File: config.mk
export PLATFORM = sky130hd
export DESIGN_NAME = dwcfi_fifo
export DESIGN_NICKNAME = d
export VERILOG_FILES = /design/src/sv/dwcfi_pkg.sv /design/src/sv/dwcfi_fifo.sv
export SDC_FILE = /design/constraint.sdc
export NUM_CORES = 1
export LEC_CHECK = 0
export BUFFER_PORTS_ARGS = -buffer_cell sky130_fd_sc_hd__buf_2
export CAP_MARGIN = 20
export CORE_ASPECT_RATIO = 1.75
export CORE_MARGIN = 2
export CORE_UTILIZATION = 50
export CTS_CLUSTER_SIZE = 12
export DETAILED_ROUTE_END_ITERATION = 10
export PLACE_DENSITY_LB_ADDON = 0.15
export SLEW_MARGIN = 0
export SYNTH_ARGS = -nofsm -noshare
export SYNTH_HDL_FRONTEND = slang
export SYNTH_SLANG_ARGS = --single-unit
File: constraint.sdc
create_clock -name clk -period 5.1 [get_ports clk]
set_clock_uncertainty 0.1 [all_clocks]
set_input_delay 1.53 -clock clk [delete_from_list [all_inputs] [get_ports clk]]
set_output_delay 1.53 -clock clk [all_outputs]
set_load 0.02 [all_outputs]
File: src/sv/dwcfi_pkg.sv
`default_nettype none

package dwcfi_pkg;

  // Store depths of the two windows, in bytes.
  localparam int WINDOW0_BYTES = 1048576;
  localparam int WINDOW1_BYTES = 1048576;

  localparam int W0_AW = $clog2(WINDOW0_BYTES);
  localparam int W1_AW = $clog2(WINDOW1_BYTES);

  localparam int ADDR_W = 32;
  localparam int DATA_W = 32;
  localparam int HALF_W = 16;
  localparam int BYTE_W = 8;
  localparam int SIZE_W = 21;

  // An effective size may equal the store depth, so it needs one bit more than an offset.
  localparam int W0_EFF_W = (SIZE_W > W0_AW + 1) ? SIZE_W : W0_AW + 1;
  localparam int W1_EFF_W = (SIZE_W > W1_AW + 1) ? SIZE_W : W1_AW + 1;

  // The erase sweep after reset runs over the deeper of the two stores.
  localparam int CLR_BYTES = (WINDOW0_BYTES > WINDOW1_BYTES) ? WINDOW0_BYTES : WINDOW1_BYTES;
  localparam int CLR_W     = $clog2(CLR_BYTES);

  localparam int IN_TDATA_W  = 2 * DATA_W;
  localparam int REQ_W       = 3;
  localparam int OUT_TUSER_W = 2;

  // Command queue between front and back.
  localparam int QDEPTH = 2;
  localparam int QPTR_W = $clog2(QDEPTH);
  localparam int QCNT_W = $clog2(QDEPTH + 1);

  // Request kinds as they arrive on the bus.
  localparam logic [REQ_W-1:0] REQ_READ8   = 3'd0;
  localparam logic [REQ_W-1:0] REQ_READ16  = 3'd1;
  localparam logic [REQ_W-1:0] REQ_READ32  = 3'd2;
  localparam logic [REQ_W-1:0] REQ_WRITE8  = 3'd3;
  localparam logic [REQ_W-1:0] REQ_WRITE16 = 3'd4;
  localparam logic [REQ_W-1:0] REQ_WRITE32 = 3'd5;
  localparam logic [REQ_W-1:0] REQ_LOAD0   = 3'd6;
  localparam logic [REQ_W-1:0] REQ_LOAD1   = 3'd7;

  // Configuration register indexes.
  localparam int CFG_IDX_W = 3;
  localparam logic [CFG_IDX_W-1:0] CFG_W0_BASE = 3'd0;
  localparam logic [CFG_IDX_W-1:0] CFG_W0_SIZE = 3'd1;
  localparam logic [CFG_IDX_W-1:0] CFG_W1_BASE = 3'd2;
  localparam logic [CFG_IDX_W-1:0] CFG_W1_SIZE = 3'd3;

  localparam logic [SIZE_W-1:0] RESET_SIZE = 21'd1048576;

  localparam logic [BYTE_W-1:0] ERASED_BYTE        = 8'hFF;
  localparam logic [ADDR_W-1:0] QUERY_ENTER_OFFSET = 32'h0000_00AA;
  localparam logic [HALF_W-1:0] QUERY_ENTER_VALUE  = 16'h0098;
  localparam logic [HALF_W-1:0] QUERY_EXIT_VALUE   = 16'h00F0;
  localparam logic [ADDR_W-1:0] QUERY_TABLE_FIRST  = 32'h0000_0020;
  localparam logic [ADDR_W-1:0] QUERY_TABLE_LAST   = 32'h0000_0029;

  typedef enum logic [2:0] {
    OP_READ,
    OP_WRITE16,
    OP_REJECT,
    OP_LOAD0,
    OP_LOAD1
  } op_t;

  typedef struct packed {
    op_t               op;
    logic [1:0]        last_idx;
    logic [ADDR_W-1:0] address;
    logic [HALF_W-1:0] data;
  } cmd_t;

  typedef enum logic [2:0] {
    ST_CLEAR,
    ST_IDLE,
    ST_READ,
    ST_WAIT,
    ST_DONE
  } bst_t;

  typedef enum logic [1:0] {
    SRC_W0,
    SRC_W1,
    SRC_TAB,
    SRC_ERASED
  } src_t;

  // Identification table seen in window 1 at offsets 0x20 to 0x29 in query mode.
  function automatic logic [BYTE_W-1:0] query_byte(input logic [3:0] idx);
    logic [BYTE_W-1:0] b;
    unique case (idx)
      4'd1:    b = 8'h51;
      4'd3:    b = 8'h52;
      4'd5:    b = 8'h59;
      4'd7:    b = 8'h02;
      default: b = 8'h00;
    endcase
    return b;
  endfunction

endpackage

`default_nettype wire

File: src/sv/dwcfi_fifo.sv
`default_nettype none

module dwcfi_fifo import dwcfi_pkg::*; (
  input  wire logic clk,
  input  wire logic rst_n,
  input  wire logic push,
  input  wire cmd_t push_cmd,
  output logic      q_ready,
  input  wire logic pop,
  output logic      q_valid,
  output cmd_t      q_head
);

  cmd_t              ent_r [QDEPTH];
  logic [QPTR_W-1:0] wr_ptr_r, wr_ptr_nxt;
  logic [QPTR_W-1:0] rd_ptr_r, rd_ptr_nxt;
  logic [QCNT_W-1:0] cnt_r, cnt_nxt;

  assign q_ready = (cnt_r != QCNT_W'(QDEPTH));
  assign q_valid = (cnt_r != '0);
  assign q_head  = ent_r[rd_ptr_r];

  always_comb begin
    wr_ptr_nxt = wr_ptr_r;
    rd_ptr_nxt = rd_ptr_r;
    cnt_nxt    = cnt_r;
    if (push) begin
      wr_ptr_nxt = (wr_ptr_r == QPTR_W'(QDEPTH - 1)) ? '0 : wr_ptr_r + 1'b1;
    end
    if (pop) begin
      rd_ptr_nxt = (rd_ptr_r == QPTR_W'(QDEPTH - 1)) ? '0 : rd_ptr_r + 1'b1;
    end
    if (push && !pop) begin
      cnt_nxt = cnt_r + 1'b1;
    end else if (pop && !push) begin
      cnt_nxt = cnt_r - 1'b1;
    end
  end

  always_ff @(posedge clk) begin
    if (!rst_n) begin
      wr_ptr_r <= '0;
      rd_ptr_r <= '0;
      cnt_r    <= '0;
    end else begin
      wr_ptr_r <= wr_ptr_nxt;
      rd_ptr_r <= rd_ptr_nxt;
      cnt_r    <= cnt_nxt;
    end
  end

  always_ff @(posedge clk) begin
    if (push) begin
      ent_r[wr_ptr_r] <= push_cmd;
    end
  end

endmodule

`default_nettype wire

Yosys cells after proc, flatten, opt, wreduce, memory -nomap -nowiden
Memory sizes are Yosys's and may differ from the RTL's. A register that Yosys moved wholly into a read port is not among the register bits.
Index checks and enable logic that the tools add are counted.
Storage, ports and cells
  bits in writable memories: 106
  bits of input ports: 57
  memories: 1
  flip-flop bits (word level): 4
Memories
  ent_r: depth 2, bits a word 53, rd ports 1, clocked after memory_dff 1, wr ports 1, line dwcfi_fifo.sv:14  | cmd_t ent_r [QDEPTH];
Operators by class
  eq/ne operators: 1
  $add $sub $neg: 4
  reduce and logical (&&, ||, !) cells: 6
  multiplexer cells: 8
Operators with widths (number)
  1-bit 2-to-1 mux: 6
  2-bit 2-to-1 mux: 2
  2-bit nonzero test: 2
  1-bit adder (second input constant): 2
  2-bit by 1-bit adder with 2-bit output (second input constant): 1
  1-bit logical AND: 2
  1-bit zero test: 2
  2-bit != test (second input constant): 1
  2-bit by 1-bit subtractor with 2-bit output (second input constant): 1

Logic depth before layout (Yosys ltp)
Gate-level depths: netlist of run 1.
  depth in word-level cells: 4
  depth in mapped cells: 5
  depth with buffers taken out: 5

Least setup slack after synthesis of run 1
No wires, ideal clock.
  kind: input port to flip-flop
  start point: input port push
  end point: memory ent_r[0][0] (netlist name) (enable)
  library setup time: 0.471 ns
  arrival: 3.906 ns
  stages on the path: 1
  path slack: 0.623 ns
  required time: 4.529 ns
  path through: nor2b_1
Between the ends
  word-level cells in the longest chain between the ends: 2
RTL lines
  start: declaration: line dwcfi_fifo.sv:6  | input wire logic push,
  1-bit 2-to-1 mux: line dwcfi_fifo.sv:53  | if (push) begin
  1-bit 2-to-1 mux (not written as such): line dwcfi_fifo.sv:54  | ent_r[wr_ptr_r] <= push_cmd;
  end: declaration: line dwcfi_fifo.sv:14
No other way between the ends.

==> results of run 1 <==
logic make-up after synthesis:
family,share of synthesized area (%)
AO/OA/AOI/OAI,0.4931
XOR/XNOR,0.6473
adder cells (fa/ha/maj),0.3081
AND/OR/NAND/NOR,1.387
multiplexers,14.70
flip-flops,80.86
buffers and inverters,1.602
power groups by stage:
stage	combinational, mW	clock, mW	sequential, mW
finish	0.219	0.613	1.07
global route	0.237	0.669	1.08
CTS	0.224	0.630	1.07
detailed placement	0.222	0	1.09
global placement	0.221	0	1.09
floorplan	0.148	0	1.08
final cells by class:
cell class / instances / area (um2)
Timing Repair Buffer: 115 / 585.6
Clock inverter: 1 / 5.005
Multi-Input combinational cell: 69 / 720.7
Clock buffer: 15 / 257.7
Fill cell: 609 / 2937
Antenna cell: 1 / 2.502
Tap cell: 90 / 112.6
Sequential cell: 111 / 3284
Inverter: 1 / 3.754
through the flow:
stage / instances / hold WS [ns]
final: 403 / 0.4051
after global routing: 402 / 0.4731
after CTS: 402 / 0.4153
after detailed placement: 386 / 0.4047
after global placement: 386 / 0.3950
after floorplan: 187 / 0.3655
metal layers:
layer | wire (um) | global-route usage [%] | share of wire (%)
met5 | 0 | 0 | 0
met4 | 101 | 7.311 | 1.5
met3 | 421 | 5.053 | 6.4
met1 | 2386 | 16.65 | 36
met2 | 3665 | 27.35 | 56
flip-flops by register name, indices dropped and copies added, names as in the netlist, named ones only:
register,flops
cnt_r,2
ent_r,106
rd_ptr_r,1
wr_ptr_r,1
path summary, 6_finish.rpt:
check	end	depth (start not counted)	slack, ns	startpoint
setup / recovery	q_head[39]	3	1.42	register
hold / removal	cnt_r[1]	2	0.41	cnt_r[1]
setup reg to reg	ent_r[1][39]	2	3.21	wr_ptr_r
hold reg to reg	cnt_r[1]	2	0.41	cnt_r[1]
cells in the final DEF, fill, tap and decap left out, types with 2 or more instances in the layout:
master / Yosys / routed
clkbuf_16: 0 / 9
clkbuf_1: 0 / 5
buf_2: 1 / 111
buf_4: 0 / 4
edfxtp_1: 106 / 106
dfxtp_1: 5 / 4
mux2_1: 53 / 53
xor2_1: 2 / 2
and2_1: 4 / 3
worst register-to-register path, delay by kind of cell, from the launching register on:
kind,cells,cell delay (ns)
DFF,1,0.38
buffers and inverters,1,0.47
and+or+nand+nor,1,0.60
==> flow_metrics.py, run 1 <==
metrics = {
    "outcome": {
        "status": "finished clean",
    },
    "synth": {
        "syn-cell-area_mm2": 0.004060,
        "synth_edf_count": 106,
        "postSynth.asyncResetShare_pct": 0,
        "ys_ff_latch": 111,
        "synthCells": 187,
        "synth-seq-area-share_pct": 80.86,
        "yosys_warnings": 0,
        "synth_top_cell_area_share_pct": 78.40,
        "synth_top_flop_cell": "edfxtp_1",
        "yosys-top-cells-area": "edfxtp_1, mux2_1, dfxtp_1",
        "synth_most_common_cell": "edfxtp_1",
        "avgSynthCellArea_um2": 21.71,
        "yosys.area.top_type": "edfxtp_1",
        "ys_types": 17,
        "syn-num-nets": 245,
        "synth_commonest_cells": "edfxtp_1, mux2_1, buf_6, dfxtp_1, and2_1",
    },
    "worst_setup_path": {
        "cp_cell_sequence": "buf_4 > mux2_1 > buf_2",
        "critPathBufInv": 2,
        "required_ns": 3.47,
        "slowest_delay_ns": 0.67,
        "start_kind": "register",
        "slowest_stage": "dfxtp_2",
        "worst-path-max-fanout": 31,
        "end_kind": "output port",
        "cpLargestDelayFamily": "flip-flops",
        "crit_arrival_ns": 2.05,
        "criticalPathCategory": "register to output port",
    },
    "detailed_routing": {
        "drtPass1Iterations": 4,
        "post_drt_wl_per_cell_um": 16.31,
        "viasPerCell": 5.077,
        "wl_um": 6574,
        "antenna_left": 0,
        "route.detailed.drc": 0,
        "dr.first_iter.drc_count": 110,
        "vias": 2046,
    },
    "global_route": {
        "grt_pass1_wl_um": 9929,
        "grt_pass1_vias": 2081,
        "grt_max_degree": 32,
        "antenna_found_initial": 0,
        "gr-total-overflow": 0,
        "track_usage_pct": 15.57,
    },
    "power_and_ir_drop": {
        "power_density_mw_per_mm2": 382.6,
        "p_sw_uw": 418.9,
        "p_total_mw": 1.902,
        "combPwrFrac_pct": 11.5,
        "p_clk_share_pct": 32.2,
        "p_sw_share_pct": 22.02,
        "power_leakage_nw": 1.892,
        "internal-power_mw": 1.483,
        "ir_drop_mv": 0.2837,
        "p_seq_share_pct": 56.3,
    },
    "sta": {
        "setup_slack_ns": 1.422,
        "final.setup.tns_ns": 0,
        "rsz0062_at_grt": "false",
        "fmax_mhz": 271.9,
        "final_max_slew_viol_count": 0,
        "finalHoldViolCount": 0,
        "worst_pin_slew_ns": 0.6512,
        "setup_viol": 0,
        "period_needed_ns": 3.678,
        "post-route-period-util_pct": 72.11,
        "slew_headroom_pct": 56.59,
    },
    "finish": {
        "fin_area_mm2": 0.004972,
        "nNetsFinal": 365,
        "drive_gt1_share_pct": 41.35,
        "area.growth.synth_to_final_pct": 22.47,
        "post-route-util_pct": 62.87,
    },
    "clocking": {
        "cts_tree": "done",
        "cts_buffers": 9,
        "clk_pin_slew_worst_paths_ns": 0.06,
        "cts_hold_buf": 0,
        "h-tree-depth": 3,
        "insertion_delay_ns": 0.33,
        "clock_path_buffers": 2,
        "post_cts_buffers": 0,
        "cts_sinks": 111,
        "cts_resized": 0,
        "cts-root-buf": "clkbuf_16",
    },
    "job": {
        "maxCapViolations": 0,
    },
    "placed_design": {
        "gp_congestion": 0.6770,
        "hpwl_um": 4559,
        "placed_area_mm2": 0.004707,
        "post-place-ws_ns": 1.714,
        "numPortBuffers": 111,
    },
    "die": {
        "dieArea_mm2": 0.008886,
        "initial_core_util_pct": 51.34,
        "rows": 43,
        "die_x_um": 72.12,
        "io-pin-count": 112,
        "core-area_mm2": 0.007909,
        "die-height_um": 123.2,
    },
    "min_path": {
        "hp-class": "register to register",
    },
}
No activity file was read; power rests on OpenSTA's default activity.
==> run 2: changes to the inputs <==
clock period = 3.9 ns   (was 5.1 ns; I/O delays follow)
==> flow_metrics.py, run 2 (same netlist as run 1, synthesis figures left out) <==
metrics = {
    "clocking": {
        "cts_resized": 0,
        "cts_sinks": 111,
        "cts_tree": "done",
        "h-tree-depth": 3,
        "clock_path_buffers": 2,
        "insertion_delay_ns": 0.33,
        "cts-root-buf": "clkbuf_16",
        "post_cts_buffers": 0,
        "cts_hold_buf": 0,
        "cts_buffers": 9,
        "clk_pin_slew_worst_paths_ns": 0.06,
    },
    "worst_setup_path": {
        "critPathBufInv": 2,
        "cp_cell_sequence": "buf_4 > mux2_1 > buf_2",
        "r2r_slack_ns": 2.24,
        "start_kind": "register",
        "slowest_stage": "mux2_1",
        "cp_num_cells": 3,
        "rr_startpoint": "wr_ptr_r",
        "cpLargestDelayFamily": "buffers and inverters",
        "worst-path-max-fanout": 28,
        "criticalPathCategory": "register to output port",
        "slowest_delay_ns": 0.38,
        "end_kind": "output port",
        "ff2ff_path_depth": 2,
        "reg2reg_to": "ent_r[1][7]",
        "required_ns": 2.63,
        "endpoint": "q_head[13]",
        "crit_arrival_ns": 1.55,
    },
    "finish": {
        "final_cell_mix": "buf_2, edfxtp_1, mux2_1",
        "n_fill_cell": 589,
        "reg.largest.list": "ent_r x106, cnt_r x2",
        "nNetsFinal": 365,
        "largest_reg_flops": 106,
        "final_common_cell": "buf_2",
        "drive_gt1_share_pct": 41.99,
        "regArea_mm2": 0.003284,
        "largest_register": "ent_r",
        "multi_input_area_um2": 720.7,
        "area.growth.synth_to_final_pct": 23.48,
        "antennaDiodeCount": 0,
    },
    "detailed_routing": {
        "antenna_left": 0,
        "drtPass1Iterations": 4,
        "post_drt_wl_per_cell_um": 16.18,
        "vias": 2040,
        "dr.first_iter.drc_count": 116,
        "route.detailed.drc": 0,
        "viasPerCell": 5.075,
        "wl_um": 6506,
    },
    "sta": {
        "setup_viol": 0,
        "fmax_mhz": 354.4,
        "setup_slack_ns": 1.078,
        "post-route-period-util_pct": 72.36,
        "final.setup.tns_ns": 0,
        "worst_pin_slew_ns": 0.6640,
        "finalHoldViolCount": 0,
        "slew_headroom_pct": 55.64,
        "rsz0062_at_grt": "false",
        "final_max_slew_viol_count": 0,
        "period_needed_ns": 2.822,
    },
    "placed_design": {
        "gp_congestion": 0.7043,
        "hpwl_um": 4383,
        "numPortBuffers": 111,
        "post-place-ws_ns": 1.276,
    },
    "die": {
        "dieArea_mm2": 0.008886,
        "rows": 43,
        "core-area_mm2": 0.007909,
        "initial_core_util_pct": 51.34,
        "die_x_um": 72.12,
        "die-height_um": 123.2,
        "io-pin-count": 112,
    },
    "global_route": {
        "met2_usage_pct": 25.97,
        "grt_pass1_wl_um": 10070,
        "grt_max_degree": 35,
        "grt_pass1_vias": 2082,
        "grt.met3_usage_pct": 4.482,
        "antenna_found_initial": 0,
        "track_usage_pct": 15.52,
        "grtUsageMet1_pct": 17.83,
        "gr-total-overflow": 0,
        "grt-busiest-layer": "met2",
    },
    "power_and_ir_drop": {
        "p_total_mw": 2.546,
        "combPwrFrac_pct": 11.8,
        "internal-power_mw": 1.985,
        "ir_drop_mv": 0.3274,
        "p_seq_share_pct": 54.6,
        "p_clk_share_pct": 33.6,
        "power_density_mw_per_mm2": 507.7,
        "p_sw_share_pct": 22.02,
        "p_sw_uw": 560.6,
        "power_leakage_nw": 1.912,
    },
    "outcome": {
        "status": "finished clean",
    },
    "min_path": {
        "hp-class": "register to register",
    },
    "job": {
        "maxCapViolations": 0,
    },
}
-- run 2: final cells by class --
type / count / area share [%]
inverter: 1 / 0.07487
clock buffer: 11 / 4.642
sequential: 111 / 65.51
multi-input combinational: 69 / 14.37
timing repair buffer: 115 / 12.18
clock inverter: 5 / 0.9733
tap: 90 / 2.246
-- run 2: stage by stage --
| stage | instance area (um2) | utilization [%] | hold WS (ns) | cells |
|---|---|---|---|---|
| after detailed placement | 4732 | 59.83 | 0.4155 | 386 |
| after floorplan | 4063 | - | 0.3655 | 187 |
| final | 5014 | 63.39 | 0.4144 | 402 |
| after global placement | 4732 | 59.83 | 0.3818 | 386 |
| after global routing | 5014 | 63.39 | 0.4841 | 402 |
| after CTS | 5014 | 63.39 | 0.4223 | 402 |
-- run 2: worst min path at each step --
stage | startpoint | endpoint | slack (ns) | cells past startpoint
3_3_place_gp | cnt_r[1] | cnt_r[1] | 0.38 | 2
5_1_grt | cnt_r[1] | cnt_r[1] | 0.48 | 2
2_1_floorplan | cnt_r[1] | cnt_r[1] | 0.37 | 2
6_report | cnt_r[1] | cnt_r[1] | 0.41 | 2
3_5_place_dp | cnt_r[1] | cnt_r[1] | 0.42 | 2
4_1_cts | cnt_r[1] | cnt_r[1] | 0.42 | 2
-- run 2: per-layer routing --
metal,up-vias,share of wire [%]
met5,-,0
li1,971,-
met3,11,5.5
met4,0,2.1
met1,988,39
met2,70,53
-- run 2: worst reg2reg max path, stage by stage (launching register included) --
cell and delay, ns:
dfxtp_1 0.38, and2_2 0.59, buf_12 0.28
-- run 2: power by group through the flow --
stage,Combinational [mW],Clock [mW],Sequential (mW)
after global routing,0.326,0.921,1.40
after floorplan,0.194,0,1.41
after detailed placement,0.306,0,1.42
final,0.300,0.856,1.39
after CTS,0.308,0.879,1.39
after global placement,0.304,0,1.41
==> run 3: changes to the inputs <==
clock period = 2.85 ns   (was 3.9 ns; I/O delays follow)
==> flow_metrics.py, run 3 (same netlist as run 1, synthesis figures left out) <==
metrics = {
    "finish": {
        "antennaDiodeCount": 0,
        "drive_gt1_share_pct": 43.13,
        "largest_reg_flops": 106,
        "area.growth.synth_to_final_pct": 24.65,
        "reg.largest.list": "ent_r x106, cnt_r x2",
        "final_cell_mix": "buf_2, edfxtp_1, mux2_1",
        "nNetsFinal": 366,
        "post-route-util_pct": 63.99,
        "final_common_cell": "buf_2",
        "largest_register": "ent_r",
        "finalNonFillerCells": 403,
    },
    "sta": {
        "final.setup.tns_ns": 0,
        "setup_viol": 0,
        "rsz0062_at_grt": "false",
        "final_max_slew_viol_count": 0,
        "post-route-period-util_pct": 89.31,
        "worst_pin_slew_ns": 0.4623,
        "finalHoldViolCount": 0,
        "fmax_mhz": 392.9,
        "slew_headroom_pct": 69.18,
        "holdWs_ns": 0.4056,
        "period_needed_ns": 2.545,
    },
    "detailed_routing": {
        "antenna_left": 0,
        "route.detailed.drc": 0,
        "highest_layer": "met4",
        "drtPass1Iterations": 4,
        "wl_met1_um": 2531,
        "post_drt_wl_per_cell_um": 16.15,
        "wl_um": 6510,
        "vias": 2025,
        "dr.first_iter.drc_count": 162,
        "met2_length_um": 3424,
        "viasPerCell": 5.025,
        "wl_met3_um": 446,
    },
    "die": {
        "die-height_um": 123.2,
        "io-pin-count": 112,
        "core-area_mm2": 0.007909,
        "die_x_um": 72.12,
        "rows": 43,
        "dieArea_mm2": 0.008886,
        "initial_core_util_pct": 51.34,
    },
    "min_path": {
        "worstHoldStart": "cnt_r[1]",
        "min_to": "cnt_r[1]",
        "hp-class": "register to register",
        "hold_depth": 2,
    },
    "clocking": {
        "cts_tree": "done",
        "cts_buffers": 9,
        "clk_pin_slew_worst_paths_ns": 0.07,
        "cts_resized": 0,
        "clock_path_buffers": 2,
        "post_cts_buffers": 0,
        "cts_hold_buf": 0,
        "h-tree-depth": 3,
        "cts-root-buf": "clkbuf_16",
        "cts_sinks": 111,
        "insertion_delay_ns": 0.34,
    },
    "global_route": {
        "gr-total-overflow": 0,
        "antenna_found_initial": 0,
        "grt_pass1_wl_um": 9694,
        "track_usage_pct": 15.40,
        "grt_pass1_vias": 2055,
        "grt_max_degree": 55,
    },
    "worst_setup_path": {
        "r2r_slack_ns": 1.27,
        "required_ns": 1.90,
        "end_kind": "output port",
        "crit_arrival_ns": 1.59,
        "start_kind": "register",
        "worst-path-max-fanout": 32,
        "reg2reg_to": "ent_r[1][27]",
        "ff2ff_path_depth": 2,
        "rr_startpoint": "wr_ptr_r",
        "criticalPathCategory": "register to output port",
    },
    "power_and_ir_drop": {
        "internal-power_mw": 2.813,
        "ir_drop_mv": 0.5452,
        "p_sw_uw": 798.2,
        "power_leakage_nw": 1.925,
        "p_seq_share_pct": 52.7,
        "p_clk_share_pct": 36.0,
        "p_sw_share_pct": 22.10,
        "combPwrFrac_pct": 11.4,
        "power_density_mw_per_mm2": 713.5,
        "p_total_mw": 3.611,
    },
    "placed_design": {
        "numPortBuffers": 111,
        "placedCellCount": 387,
        "gp_congestion": 0.7143,
        "hpwl_um": 4260,
    },
    "outcome": {
        "status": "finished clean",
    },
    "job": {
        "maxCapViolations": 0,
    },
}
[run 3: changes by cell type in the layout (fill, tap and decap cells not counted)]
cell,delta
buf_4,+1
bufinv_16,+1
clkbuf_1,-2
clkinv_1,-1
clkinv_2,-2
clkinvlp_4,+3
inv_6,+1
[run 3: final cells by class]
type                            instances  area (um2)
Clock buffer                            9       225.2
Clock inverter                          7       96.34
Sequential cell                       111        3284
Timing Repair Buffer                  116       618.1
Fill cell                             588        2848
Inverter                                1       3.754
Multi-Input combinational cell         69       720.7
Tap cell                               90       112.6
[run 3: worst max path at each step]
stage	start	to	slack (ns)
6_report	register	q_head[34]	0.30
5_1_grt	register	q_head[52]	0.19
4_1_cts	register	q_head[52]	0.24
3_5_place_dp	register	q_head[52]	0.62
3_3_place_gp	register	q_head[52]	0.64
2_1_floorplan	push	ent_r[0][0]	0.05
[run 3: power by group through the flow]
stage	registers (mW)	logic (mW)	clock network (mW)
final	1.90	0.411	1.30
after detailed placement	1.94	0.418	0
after floorplan	1.93	0.266	0
after CTS	1.90	0.420	1.33
after global placement	1.93	0.414	0
after global routing	1.91	0.446	1.40
[run 3: through the flow]
step	instance area [um2]	setup slack, ns
2_1_floorplan	4063	0.05136
3_3_place_gp	4740	0.6376
3_5_place_dp	4740	0.6178
4_1_cts	5061	0.2422
5_1_grt	5061	0.1883
6_report	5061	0.3045
[run 3: critical path, cell delays in order, from the launching register on]
cell,delay (ns)
dfxtp_2,0.32
buf_4,0.37
mux2_1,0.37
buf_2,0.16
[run 3: routing by layer]
metal	vias to the layer above	track usage [%]
li1	970	-
met1	975	16.84
met2	74	25.57
met3	6	6.520
met4	0	7.311
met5	-	0
